**src/mcfe_pkg.sv**
```systemverilog
`timescale 1ns / 1ps
// ----------------------------------------------------------------------------
// mcfe_pkg
// Shared types for the motor command frame encoder: command codes,
// configuration register indexes, the configuration bundle and the frame
// descriptor that travels from the front end to the byte sequencer.
// ----------------------------------------------------------------------------
package mcfe_pkg;

  // Command codes carried in the action field
  typedef enum logic [2:0] {
    ACT_SPEED    = 3'd0,
    ACT_CURRENT  = 3'd1,
    ACT_POSITION = 3'd2,
    ACT_BRAKE    = 3'd3,
    ACT_QUERY    = 3'd4,
    ACT_MODE     = 3'd5
  } action_e;

  // Configuration register indexes
  typedef enum logic [2:0] {
    CFG_MAX_RPM        = 3'd0,
    CFG_MIN_RPM        = 3'd1,
    CFG_CONTROL_OPCODE = 3'd2,
    CFG_QUERY_OPCODE   = 3'd3,
    CFG_MODE_OPCODE    = 3'd4
  } cfg_index_e;

  // Configuration register contents
  typedef struct packed {
    logic [14:0] max_rpm;
    logic [15:0] min_rpm;
    logic [7:0]  control_opcode;
    logic [7:0]  query_opcode;
    logic [7:0]  mode_opcode;
  } cfg_regs_t;

  // One classified command, ready to be serialized
  typedef struct packed {
    logic [7:0]  dest_addr;
    logic [7:0]  opcode;
    logic [15:0] value;
    logic        brake;
    logic        mode_set;
    logic [7:0]  mode_value;
  } frame_desc_t;

endpackage

```
**src/mcfe_front.sv**
```systemverilog
`timescale 1ns / 1ps
// ----------------------------------------------------------------------------
// mcfe_front
// Accepts command items, drops unused action codes, clamps speed commands
// and picks the opcode, then pushes a frame descriptor into the queue.
// ----------------------------------------------------------------------------
module mcfe_front (
  input  logic                 in_valid_i,
  output logic                 in_stall_o,
  input  logic [2:0]           action_i,
  input  logic [7:0]           dest_addr_i,
  input  logic [15:0]          value_i,
  input  logic [7:0]           mode_value_i,
  input  mcfe_pkg::cfg_regs_t  cfg_i,
  output logic                 push_o,
  output mcfe_pkg::frame_desc_t push_data_o,
  input  logic                 full_i
);
  import mcfe_pkg::*;

  logic signed [15:0] spd_s;
  logic signed [15:0] hi_s;
  logic signed [15:0] lo_s;
  logic [15:0]        spd_clamped;
  logic               known;

  // Clamp speed: upper bound first, then lower bound
  always_comb begin
    spd_s = signed'(value_i);
    hi_s  = signed'({1'b0, cfg_i.max_rpm});
    lo_s  = signed'(cfg_i.min_rpm);
    if (spd_s > hi_s) begin
      spd_clamped = unsigned'(hi_s);
    end else if (spd_s < lo_s) begin
      spd_clamped = unsigned'(lo_s);
    end else begin
      spd_clamped = value_i;
    end
  end

  // Classify the command and build the descriptor
  always_comb begin
    push_data_o            = '0;
    push_data_o.dest_addr  = dest_addr_i;
    push_data_o.mode_value = mode_value_i;
    known                  = 1'b1;
    unique case (action_e'(action_i))
      ACT_SPEED: begin
        push_data_o.opcode = cfg_i.control_opcode;
        push_data_o.value  = spd_clamped;
      end
      ACT_CURRENT, ACT_POSITION: begin
        push_data_o.opcode = cfg_i.control_opcode;
        push_data_o.value  = value_i;
      end
      ACT_BRAKE: begin
        push_data_o.opcode = cfg_i.control_opcode;
        push_data_o.brake  = 1'b1;
      end
      ACT_QUERY: begin
        push_data_o.opcode = cfg_i.query_opcode;
      end
      ACT_MODE: begin
        push_data_o.opcode   = cfg_i.mode_opcode;
        push_data_o.mode_set = 1'b1;
      end
      default: begin
        known = 1'b0;
      end
    endcase
  end

  // Stall only on a full queue; unused codes are taken and dropped
  assign in_stall_o = full_i;
  assign push_o     = in_valid_i && !full_i && known;

endmodule

```
**src/mcfe_queue.sv**
```systemverilog
`timescale 1ns / 1ps
// ----------------------------------------------------------------------------
// mcfe_queue
// Short register queue of frame descriptors between the front end and the
// byte sequencer.
// ----------------------------------------------------------------------------
module mcfe_queue #(
  parameter int Depth = 2
) (
  input  logic                  clk_i,
  input  logic                  rst_ni,
  input  logic                  push_i,
  input  mcfe_pkg::frame_desc_t push_data_i,
  output logic                  full_o,
  input  logic                  pop_i,
  output logic                  valid_o,
  output mcfe_pkg::frame_desc_t pop_data_o
);
  import mcfe_pkg::*;

  localparam int PtrW = $clog2(Depth);
  localparam int CntW = $clog2(Depth + 1);

  frame_desc_t     mem_q [Depth];
  logic [PtrW-1:0] wptr_q, wptr_d;
  logic [PtrW-1:0] rptr_q, rptr_d;
  logic [CntW-1:0] count_q, count_d;

  // Advance pointers and the fill count
  always_comb begin
    wptr_d  = wptr_q;
    rptr_d  = rptr_q;
    count_d = count_q;
    if (push_i) begin
      wptr_d = (wptr_q == PtrW'(Depth - 1)) ? '0 : PtrW'(wptr_q + 1'b1);
    end
    if (pop_i) begin
      rptr_d = (rptr_q == PtrW'(Depth - 1)) ? '0 : PtrW'(rptr_q + 1'b1);
    end
    if (push_i && !pop_i) begin
      count_d = CntW'(count_q + 1'b1);
    end else if (pop_i && !push_i) begin
      count_d = CntW'(count_q - 1'b1);
    end
  end

  always_ff @(posedge clk_i or negedge rst_ni) begin
    if (!rst_ni) begin
      wptr_q  <= '0;
      rptr_q  <= '0;
      count_q <= '0;
    end else begin
      wptr_q  <= wptr_d;
      rptr_q  <= rptr_d;
      count_q <= count_d;
    end
  end

  // Store pushed descriptors
  always_ff @(posedge clk_i) begin
    if (push_i) begin
      mem_q[wptr_q] <= push_data_i;
    end
  end

  assign full_o     = (count_q == CntW'(Depth));
  assign valid_o    = (count_q != '0);
  assign pop_data_o = mem_q[rptr_q];

  a_no_overflow: assert property (@(posedge clk_i) disable iff (!rst_ni)
    push_i |-> (!full_o || pop_i))
    else $error("queue pushed while full");

  a_no_underflow: assert property (@(posedge clk_i) disable iff (!rst_ni)
    pop_i |-> valid_o)
    else $error("queue popped while empty");

endmodule

```
**src/mcfe_back.sv**
```systemverilog
`timescale 1ns / 1ps
// ----------------------------------------------------------------------------
// mcfe_back
// Byte sequencer: takes one descriptor, emits the ten frame bytes one per
// cycle unless stalled, through an output register, folding each byte into a
// running CRC-8/MAXIM that becomes the final byte except on mode frames.
// ----------------------------------------------------------------------------
module mcfe_back (
  input  logic                  clk_i,
  input  logic                  rst_ni,
  input  logic                  desc_valid_i,
  input  mcfe_pkg::frame_desc_t desc_i,
  output logic                  pop_o,
  output logic                  out_valid_o,
  input  logic                  out_stall_i,
  output logic [7:0]            tx_byte_o,
  output logic [3:0]            byte_index_o,
  output logic                  last_o
);
  import mcfe_pkg::*;

  localparam logic [3:0] IdxId     = 4'd0;
  localparam logic [3:0] IdxOpcode = 4'd1;
  localparam logic [3:0] IdxValHi  = 4'd2;
  localparam logic [3:0] IdxValLo  = 4'd3;
  localparam logic [3:0] IdxBrake  = 4'd7;
  localparam logic [3:0] IdxLast   = 4'd9;
  localparam logic [7:0] CrcPoly   = 8'h8C;
  localparam logic [7:0] BrakeFlag = 8'hFF;

  // One byte of reflected CRC-8, bit at a time
  function automatic logic [7:0] crc8_step(input logic [7:0] crc, input logic [7:0] data);
    logic [7:0] c;
    c = crc ^ data;
    for (int b = 0; b < 8; b++) begin
      c = c[0] ? ((c >> 1) ^ CrcPoly) : (c >> 1);
    end
    return c;
  endfunction

  logic        busy_q, busy_d;
  logic [3:0]  idx_q, idx_d;
  logic [7:0]  crc_q, crc_d;
  frame_desc_t desc_q, desc_d;
  logic        out_valid_q, out_valid_d;
  logic [7:0]  out_byte_q, out_byte_d;
  logic [3:0]  out_index_q, out_index_d;
  logic        out_last_q, out_last_d;
  logic        adv;
  logic        emit;
  logic        fin;
  logic [7:0]  cur_byte;

  // Select the frame byte at the current position
  always_comb begin
    unique case (idx_q)
      IdxId:     cur_byte = desc_q.dest_addr;
      IdxOpcode: cur_byte = desc_q.opcode;
      IdxValHi:  cur_byte = desc_q.value[15:8];
      IdxValLo:  cur_byte = desc_q.value[7:0];
      IdxBrake:  cur_byte = desc_q.brake ? BrakeFlag : 8'h00;
      IdxLast:   cur_byte = desc_q.mode_set ? desc_q.mode_value : crc_q;
      default:   cur_byte = 8'h00;
    endcase
  end

  // Sequence bytes, load the next descriptor as the last byte leaves
  always_comb begin
    adv   = !out_valid_q || !out_stall_i;
    emit  = adv && busy_q;
    fin   = emit && (idx_q == IdxLast);
    pop_o = desc_valid_i && (!busy_q || fin);

    busy_d      = busy_q;
    idx_d       = idx_q;
    crc_d       = crc_q;
    desc_d      = desc_q;
    out_valid_d = out_valid_q;
    out_byte_d  = out_byte_q;
    out_index_d = out_index_q;
    out_last_d  = out_last_q;

    if (emit) begin
      idx_d       = 4'(idx_q + 4'd1);
      crc_d       = crc8_step(crc_q, cur_byte);
      out_valid_d = 1'b1;
      out_byte_d  = cur_byte;
      out_index_d = idx_q;
      out_last_d  = (idx_q == IdxLast);
    end else if (adv) begin
      out_valid_d = 1'b0;
    end

    if (pop_o) begin
      busy_d = 1'b1;
      idx_d  = '0;
      crc_d  = '0;
      desc_d = desc_i;
    end else if (fin) begin
      busy_d = 1'b0;
    end
  end

  always_ff @(posedge clk_i or negedge rst_ni) begin
    if (!rst_ni) begin
      busy_q      <= 1'b0;
      idx_q       <= '0;
      out_valid_q <= 1'b0;
    end else begin
      busy_q      <= busy_d;
      idx_q       <= idx_d;
      out_valid_q <= out_valid_d;
    end
  end

  // Hold payload without reset
  always_ff @(posedge clk_i) begin
    crc_q       <= crc_d;
    desc_q      <= desc_d;
    out_byte_q  <= out_byte_d;
    out_index_q <= out_index_d;
    out_last_q  <= out_last_d;
  end

  assign out_valid_o  = out_valid_q;
  assign tx_byte_o    = out_byte_q;
  assign byte_index_o = out_index_q;
  assign last_o       = out_last_q;

  a_bytes_contiguous: assert property (@(posedge clk_i) disable iff (!rst_ni)
    (out_valid_q && !out_stall_i && !out_last_q) |=>
      (out_valid_q && (out_index_q == 4'($past(out_index_q) + 4'd1))))
    else $error("frame bytes not back to back");

  a_last_position: assert property (@(posedge clk_i) disable iff (!rst_ni)
    (out_valid_q && out_last_q) |-> (out_index_q == IdxLast))
    else $error("last flag away from final byte");

endmodule

```
**src/motor_command_frame_encoder_core.sv**
```systemverilog
`timescale 1ns / 1ps
// ----------------------------------------------------------------------------
// motor_command_frame_encoder_core
// Turns motor command items into 10-byte bus frames ending in CRC-8/MAXIM, or in the mode byte for mode frames.
// ----------------------------------------------------------------------------
// Usage:
//   Input channel (in_valid_i / in_stall_o) takes one command item: action,
//   target address, 16-bit value and mode byte. Action codes 6 and 7 are
//   taken and dropped without output.
//   Output channel (out_valid_o / out_stall_i) delivers the frame bytes 0..9
//   in order with byte_index_o, and last_o high on byte 9.
//   Configuration port (cfg_valid_i / cfg_ready_o) is always ready; write it
//   only while no frame is pending. Indexes beyond the register list are
//   ignored.
//   The first byte of a frame passes through the queue, the descriptor
//   register and the output register. Frames go out one at a time through
//   the single byte lane of the output sequencer.
//   A queue of QueueDepth descriptors sits between the front end and the
//   sequencer, so new items are taken while a frame is still going out;
//   when the queue fills, in_stall_o rises.
//   A stall on the output holds the current byte and freezes the sequencer.
//   Reset empties the queue, drops any partial frame and restores the
//   configuration registers to their defaults.
// ----------------------------------------------------------------------------
module motor_command_frame_encoder_core #(
  parameter int QueueDepth = 2
) (
  input  logic        clk_i,
  input  logic        rst_ni,
  // Command input
  input  logic        in_valid_i,
  output logic        in_stall_o,
  input  logic [2:0]  action_i,
  input  logic [7:0]  dest_addr_i,
  input  logic [15:0] value_i,
  input  logic [7:0]  mode_value_i,
  // Frame byte output
  output logic        out_valid_o,
  input  logic        out_stall_i,
  output logic [7:0]  tx_byte_o,
  output logic [3:0]  byte_index_o,
  output logic        last_o,
  // Configuration write
  input  logic        cfg_valid_i,
  output logic        cfg_ready_o,
  input  logic [2:0]  cfg_index_i,
  input  logic [15:0] cfg_data_i
);
  import mcfe_pkg::*;

  cfg_regs_t   cfg_q;
  logic        push;
  frame_desc_t push_data;
  logic        full;
  logic        pop;
  logic        q_valid;
  frame_desc_t q_data;

  assign cfg_ready_o = 1'b1;

  // Configuration registers
  always_ff @(posedge clk_i or negedge rst_ni) begin
    if (!rst_ni) begin
      cfg_q.max_rpm        <= 15'd200;
      cfg_q.min_rpm        <= 16'hFF38;
      cfg_q.control_opcode <= 8'd100;
      cfg_q.query_opcode   <= 8'd116;
      cfg_q.mode_opcode    <= 8'd160;
    end else if (cfg_valid_i && cfg_ready_o) begin
      unique case (cfg_index_e'(cfg_index_i))
        CFG_MAX_RPM:        cfg_q.max_rpm        <= cfg_data_i[14:0];
        CFG_MIN_RPM:        cfg_q.min_rpm        <= cfg_data_i;
        CFG_CONTROL_OPCODE: cfg_q.control_opcode <= cfg_data_i[7:0];
        CFG_QUERY_OPCODE:   cfg_q.query_opcode   <= cfg_data_i[7:0];
        CFG_MODE_OPCODE:    cfg_q.mode_opcode    <= cfg_data_i[7:0];
        default: begin
        end
      endcase
    end
  end

  mcfe_front u_front (
    .in_valid_i   (in_valid_i),
    .in_stall_o   (in_stall_o),
    .action_i     (action_i),
    .dest_addr_i  (dest_addr_i),
    .value_i      (value_i),
    .mode_value_i (mode_value_i),
    .cfg_i        (cfg_q),
    .push_o       (push),
    .push_data_o  (push_data),
    .full_i       (full)
  );

  mcfe_queue #(
    .Depth (QueueDepth)
  ) u_queue (
    .clk_i       (clk_i),
    .rst_ni      (rst_ni),
    .push_i      (push),
    .push_data_i (push_data),
    .full_o      (full),
    .pop_i       (pop),
    .valid_o     (q_valid),
    .pop_data_o  (q_data)
  );

  mcfe_back u_back (
    .clk_i        (clk_i),
    .rst_ni       (rst_ni),
    .desc_valid_i (q_valid),
    .desc_i       (q_data),
    .pop_o        (pop),
    .out_valid_o  (out_valid_o),
    .out_stall_i  (out_stall_i),
    .tx_byte_o    (tx_byte_o),
    .byte_index_o (byte_index_o),
    .last_o       (last_o)
  );

endmodule

```
**config.mk**
```make
export PLATFORM = sky130hd
export DESIGN_NAME = motor_command_frame_encoder_core
export DESIGN_NICKNAME = d
export VERILOG_FILES = /design/src/mcfe_pkg.sv /design/src/mcfe_front.sv /design/src/mcfe_queue.sv /design/src/mcfe_back.sv /design/src/motor_command_frame_encoder_core.sv
export SDC_FILE = /design/constraint.sdc
export NUM_CORES = 1
export LEC_CHECK = 0
export BUFFER_PORTS_ARGS = -buffer_cell sky130_fd_sc_hd__buf_2
export CAP_MARGIN = 10
export CORE_MARGIN = 2
export CORE_UTILIZATION = 30
export DETAILED_ROUTE_END_ITERATION = 6
export HOLD_SLACK_MARGIN = 0.03
export SLEW_MARGIN = 20
export SYNTH_ARGS = -nofsm -noshare
export SYNTH_HDL_FRONTEND = slang
export SYNTH_SLANG_ARGS = --single-unit
export TNS_END_PERCENT = 50
```
**constraint.sdc**
```tcl
create_clock -name clk_i -period 3 [get_ports clk_i]
set_clock_uncertainty 0.05 [all_clocks]
set_input_delay 0.15 -clock clk_i [delete_from_list [all_inputs] [get_ports clk_i]]
set_output_delay 0.15 -clock clk_i [all_outputs]
set_load 0.05 [all_outputs]
```
; After elaboration in Yosys (flattened, before gate mapping)
; Memory sizes are Yosys's and may differ from the RTL's. A register that Yosys moved wholly into a read port is not among the register bits.
; Index checks and enable logic that the tools add are counted.
[totals]
reg_bits = 86
latchBits = 0
ramBits = 84
romBits = 0
input_bits = 59
wordCells = 108
n_memories = 1
[classes]
addsub = 5
n_mul = 0
div = 0
n_lt_le_gt_ge = 2
n_eq_ne = 15
shift = 0
muxes = 30
bitwise_logic = 9
n_reduce_logical = 31
[mem_list]
columns = name, words, width, rd, rd_clocked_by_memory_dff, wr, line
row1 = u_queue.mem_q, 2, 42, 1, 1, 1, mcfe_queue.sv:24  ; frame_desc_t mem_q [Depth];
[op_table]
columns = cell, count
row1 = $mux 8, 10
row2 = $pmux 8 s6, 1
row3 = $mux 16, 2
row4 = $pmux 16 s2, 1
row5 = $not 2->3, 8
row6 = $pmux 8 s3, 1
row7 = $gt 16x16->1, 1
row8 = $lt 16x16->1, 1
row9 = $eq 3x2->1 const B, 4
row10 = $mux 1, 11
row11 = $reduce_and 2->1, 5
row12 = $reduce_bool 2->1, 5
row13 = $eq 3x3->1 const B, 3
row14 = $eq 4x2->1 const B, 2
row15 = $mux 4, 2
row16 = $xor 8x8->8, 1
row17 = $logic_and 1x1->1, 7
row18 = $eq 3x1->1 const B, 2
row19 = $logic_not 1->1, 6
row20 = $logic_not 3->1, 2
row21 = $reduce_or 6->1, 1
row22 = $add 4x1->4 const B, 1
row23 = $eq 4x1->1 const B, 1
row24 = $eq 4x3->1 const B, 1
row25 = 10 further kinds, 13

; Logic depth before layout (Yosys ltp)
[logic_depth]
depth_word = 19
mapped_depth = 12
mapped_depth_nobuf = 10

; Modules after synthesis
; From an unflattened synthesis, not the netlist that was laid out.
[unflattened]
cells_unflattened = 697
area_unflattened_um2 = 10171.0
[by_module_without_submodules]
columns = module, n_inst, cells_per_inst, area_per_inst_um2, seq_area_each_um2
row1 = mcfe_queue, 1, 147, 3422.0, 2622.5
row2 = mcfe_back, 1, 211, 3026.7, 1961.9
row3 = motor_command_frame_encoder_core, 1, 122, 2138.3, 1405.1
row4 = mcfe_front, 1, 217, 1584.0, 0.0

; Worst setup path before layout
; OpenSTA, ideal clock, no wires.
[synth_path]
path_kind = flip-flop to flip-flop
from = reg u_queue.count_q[0]
to = mem u_queue.mem_q[0][0] (netlist name), enable pin
t_arrival_ns = 2.545
slack_ns = -0.036
path_stages_with_launch = 5
synth_period_minus_slack_ns = 3.036
path_cell_list = dfrtp_1 clkbuf_1 nand2b_1 nand3_1 nor2_1
[synth_between]
elab_chain_cells = 6
[synth_lines]
columns = element, line
row1 = from (decl), mcfe_queue.sv:27  ; logic [CntW-1:0] count_q, count_d;
row2 = from (signal assigned), mcfe_queue.sv:55  ; count_q <= count_d;
row3 = $eq 2x2->1, mcfe_queue.sv:66  ; assign full_o = (count_q == CntW'(Depth));
row4 = $logic_not 1->1, mcfe_front.sv:75  ; assign push_o = in_valid_i && !full_i && known;
row5 = $logic_and 1x1->1 (2 in series), mcfe_front.sv:75
row6 = $mux 1, mcfe_queue.sv:61  ; if (push_i) begin
row7 = $mux 1 (implied by the code), mcfe_queue.sv:62  ; mem_q[wptr_q] <= push_data_i;
row8 = to (decl), mcfe_queue.sv:24
; Every way passes these cells.

==> impl_metrics.py <==
metrics = {
    "sta": {
        "whs_ns": 0.0704,
        "period_needed_ns": 2.87,
        "relSlewSlack": 0.532,
        "rsz0062_at_grt": "false",
        "tightest_slew_ns": 0.703,
        "hold_viol": 0,
        "post-route-period-util": 0.956,
        "finalSetupTns_ns": 0,
        "fmax_mhz": 349,
        "final-setup-viol-count": 0,
        "slew_viol_final": 0,
    },
    "grt": {
        "grt_usage": 0.126,
        "grt_start_max_net_pins": 66,
        "grt_pass1_vias": 5737,
        "grt_first_pass_wirelength_um": 32600,
        "grt_antenna_before_repair": 0,
        "grt_overflow_total": 0,
    },
    "cells_and_area": {
        "insertedDiodeCount": 0,
        "area_delta_synth_final_pct": 26.5,
        "fill_cells": 2945,
        "drive_gt1_frac": 0.297,
        "nNetsFinal": 927,
        "final_area_um2": 12000,
        "fin_util": 0.388,
    },
    "yosys": {
        "synth.most_common_cell": "edfxtp_1",
        "synth_area_leaders": "edfxtp_1, dfrtp_1, mux2_2, dfstp_2, ha_1",
        "syn_avg_cell_area_um2": 13.9,
        "synth_commonest_cells": "edfxtp_1, mux2_2, nand2_1, inv_1, o21ai_0",
        "synth_xor_area_frac": 0.0334,
        "ys_types": 58,
        "synth_compound_area_frac": 0.0950,
        "synthMuxAreaShare": 0.0917,
        "syn_nets": 776,
        "synth_edf_count": 139,
        "ys_seq_area_frac": 0.634,
        "synth_ff_type": "edfxtp_1",
        "synth_top_area_frac": 0.442,
        "syn_inst": 682,
        "synthAdderAreaFrac": 0.0463,
        "synth_top_family_by_area": "compound AO/OA/AOI/OAI gates",
        "async_reset_ff_frac": 0.307,
        "ys_warn_count": 0,
        "synthSimpleGateAreaFrac": 0.0654,
        "synth.ff_latch_count": 212,
        "yosysTopAreaCell": "edfxtp_1",
        "synthesis.area_um2": 9450,
    },
    "worst_setup_path": {
        "worstReg2RegStart": "cfg_q[33]",
        "critPathLaunchType": "flip-flop",
        "reg2reg_to": "u_queue.mem_q[0][24]",
        "cp.arrival_ns": 3.08,
        "crit_family": "compound AO/OA/AOI/OAI gates",
        "crit_path_end_kind": "flip-flop",
        "crit_buf_inv": 2,
        "crit_path_max_incr_delay_ns": 0.54,
        "reg2reg_setup_slack_ns": 0.13,
        "worst_r2r_path_depth": 11,
        "cp_max_fo": 16,
        "path_common_cell": "a21o_1",
        "required_ns": 3.21,
        "cpMaxStageDelayCell": "dfstp_2",
        "worstPathCellList": "inv_1 -> ha_1 -> a21o_1 -> a21o_1 -> a21oi_1 -> o21ai_0 -> mux2_2 -> a21oi_2 -> o22ai_2 -> buf_6 -> a221o_1",
        "critical_path_class": "flip-flop to flip-flop",
    },
    "outcome": {
        "status": "completed",
    },
    "routing": {
        "antenna_left": 0,
        "drt_iter0_drc": 423,
        "remaining_drc_errors": 0,
        "first_pass_iters": 7,
        "wire_per_inst_um": 16.7,
        "via_per_inst": 4.60,
        "via_count": 5733,
        "routed_wl_um": 20900,
    },
    "clock_network": {
        "cts.sinks": 212,
        "cts_root_buf": "clkbuf_16",
        "htree_num_levels": 1,
        "clk_path_buf_depth": 3,
        "insertion_delay_ns": 0.52,
        "cts_tree": "done",
        "numCtsBuffers": 24,
        "clk_pin_slew_ns": 0.06,
    },
    "placed_design": {
        "portBuffers": 73,
        "hpwlAfterDp_um": 14000,
        "gp_congestion": 0.791,
        "place_area_um2": 10500,
    },
    "worst_hold_path": {
        "hp-class": "input pin to flip-flop",
        "min_to": "cfg_q[43]",
        "hold_path_depth": 4,
        "hp-start": "cfg_valid_i",
    },
    "die": {
        "fp.dieH_um": 181,
        "io_pins": 75,
        "design.core.area_um2": 30800,
        "rows": 64,
        "dieArea_um2": 32900,
        "dieWidth_um": 181,
        "start_util": 0.307,
    },
    "power_and_ir_drop": {
        "leakagePower_nw": 4.73,
        "ir_worst_vdd_mv": 0.512,
        "powerDensity_nw_per_um2": 972,
    },
    "job": {
        "drv_cap": 0,
    },
}
sequential cells by signal (all words and copies together), names as in the netlist:
| signal | count |
|---|---|
| u_back.busy_q | 1 |
| u_back.byte_index_o | 4 |
| u_back.out_valid_o | 1 |
| u_back.tx_byte_o | 8 |
| u_back.desc_q | 42 |
| u_back.last_o | 1 |
| cfg_q | 55 |
| u_queue.rptr_q | 1 |
| u_back.crc_q | 8 |
| u_queue.mem_q | 84 |
| u_queue.wptr_q | 1 |
| u_queue.count_q | 2 |
| u_back.idx_q | 4 |
worst min-delay path: stages:
cell	delay [ns]
buf_2	0.12
nor4b_2	0.21
nand2_1	0.07
o21ai_0	0.07
worst max path at each step:
stage          slack, ns  cells past startpoint              endpoint      start
5_1_grt             0.02                     11  u_queue.mem_q[0][24]  cfg_q[33]
4_1_cts             0.02                     11  u_queue.mem_q[0][24]  cfg_q[33]
3_5_place_dp        0.05                     11  u_queue.mem_q[0][24]  cfg_q[33]
3_3_place_gp       -0.29                     10  u_queue.mem_q[0][24]  cfg_q[54]
6_report            0.13                     11  u_queue.mem_q[0][24]  cfg_q[33]
2_1_floorplan       0.28                     11  u_queue.mem_q[0][16]  cfg_q[33]
routing by layer:
layer	track usage	vias up	wire length (µm)
met1	0.181	2779	10200
met5	0	-	0
met4	0.0221	0	283
li1	-	2804	-
met3	0.0235	25	833
met2	0.200	125	9510
cell families after synthesis:
| family | Yosys count |
|---|---|
| flip-flops | 212 |
| buffers and inverters | 78 |
| other | 1 |
| XOR/XNOR | 30 |
| AND/OR/NAND/NOR | 121 |
| multiplexers | 79 |
| adder cells (fa/ha/maj) | 35 |
| AO/OA/AOI/OAI | 126 |
report_power, final:
group,internal [mW],switching [mW]
clock network,2.14,1.19
registers,3.96,0.367
logic,1.86,2.10
metrics by stage:
stage / std cells / worst slack (ns) / total power, mW
detailed placement: 1147 / 0.0514 / 8.30
floorplan: 682 / 0.276 / 7.20
CTS: 1245 / 0.0228 / 11.7
finish: 1247 / 0.132 / 11.6
global placement: 1147 / -0.290 / 8.26
global route: 1247 / 0.0189 / 12.2
area by class of cell:
| type | instances | area [µm²] | share of cell area |
|---|---|---|---|
| clock buffer | 32 | 728 | 0.0609 |
| timing repair buffer | 155 | 1170 | 0.0979 |
| multi-input combinational | 392 | 3190 | 0.267 |
| clock inverter | 12 | 201 | 0.0168 |
| tap | 396 | 495 | 0.0414 |
| inverter | 48 | 180 | 0.0151 |
| sequential | 212 | 5990 | 0.501 |
cell usage in the layout, fill, tap and decap left out, types with 3 or more instances in the layout:
master / n
edfxtp_1: 139
buf_2: 73
mux2_2: 61
nand2_1: 57
dlygate4sd3_1: 54
inv_1: 47
o21ai_0: 44
dfrtp_1: 41
ha_1: 35
clkbuf_16: 27
dfstp_2: 23
buf_4: 23
mux2i_1: 18
and2_1: 16
a21oi_1: 15
a221o_1: 15
xnor2_1: 14
nor2_1: 10
a21o_1: 9
xor2_1: 9
o22ai_1: 8
dfxtp_1: 8
nor2b_1: 7
nand2b_1: 7
nand4_1: 6
a221oi_1: 5
a22o_1: 5
bufinv_16: 5
xnor2_2: 4
clkinv_2: 4
buf_12: 4
nand3_1: 3
nor3_1: 3
o221ai_1: 3
a22oi_1: 3
o221ai_2: 3
xor2_2: 3
clkbuf_8: 3
repair_timing:
item	CTS	global route
hold buffers	54	0
setup buffers	0	2
endpoints found under the hold margin	186	0
endpoints found under the setup margin	0	30
gates resized for setup	0	2
Note: power is estimated with default switching activity, not from simulation.
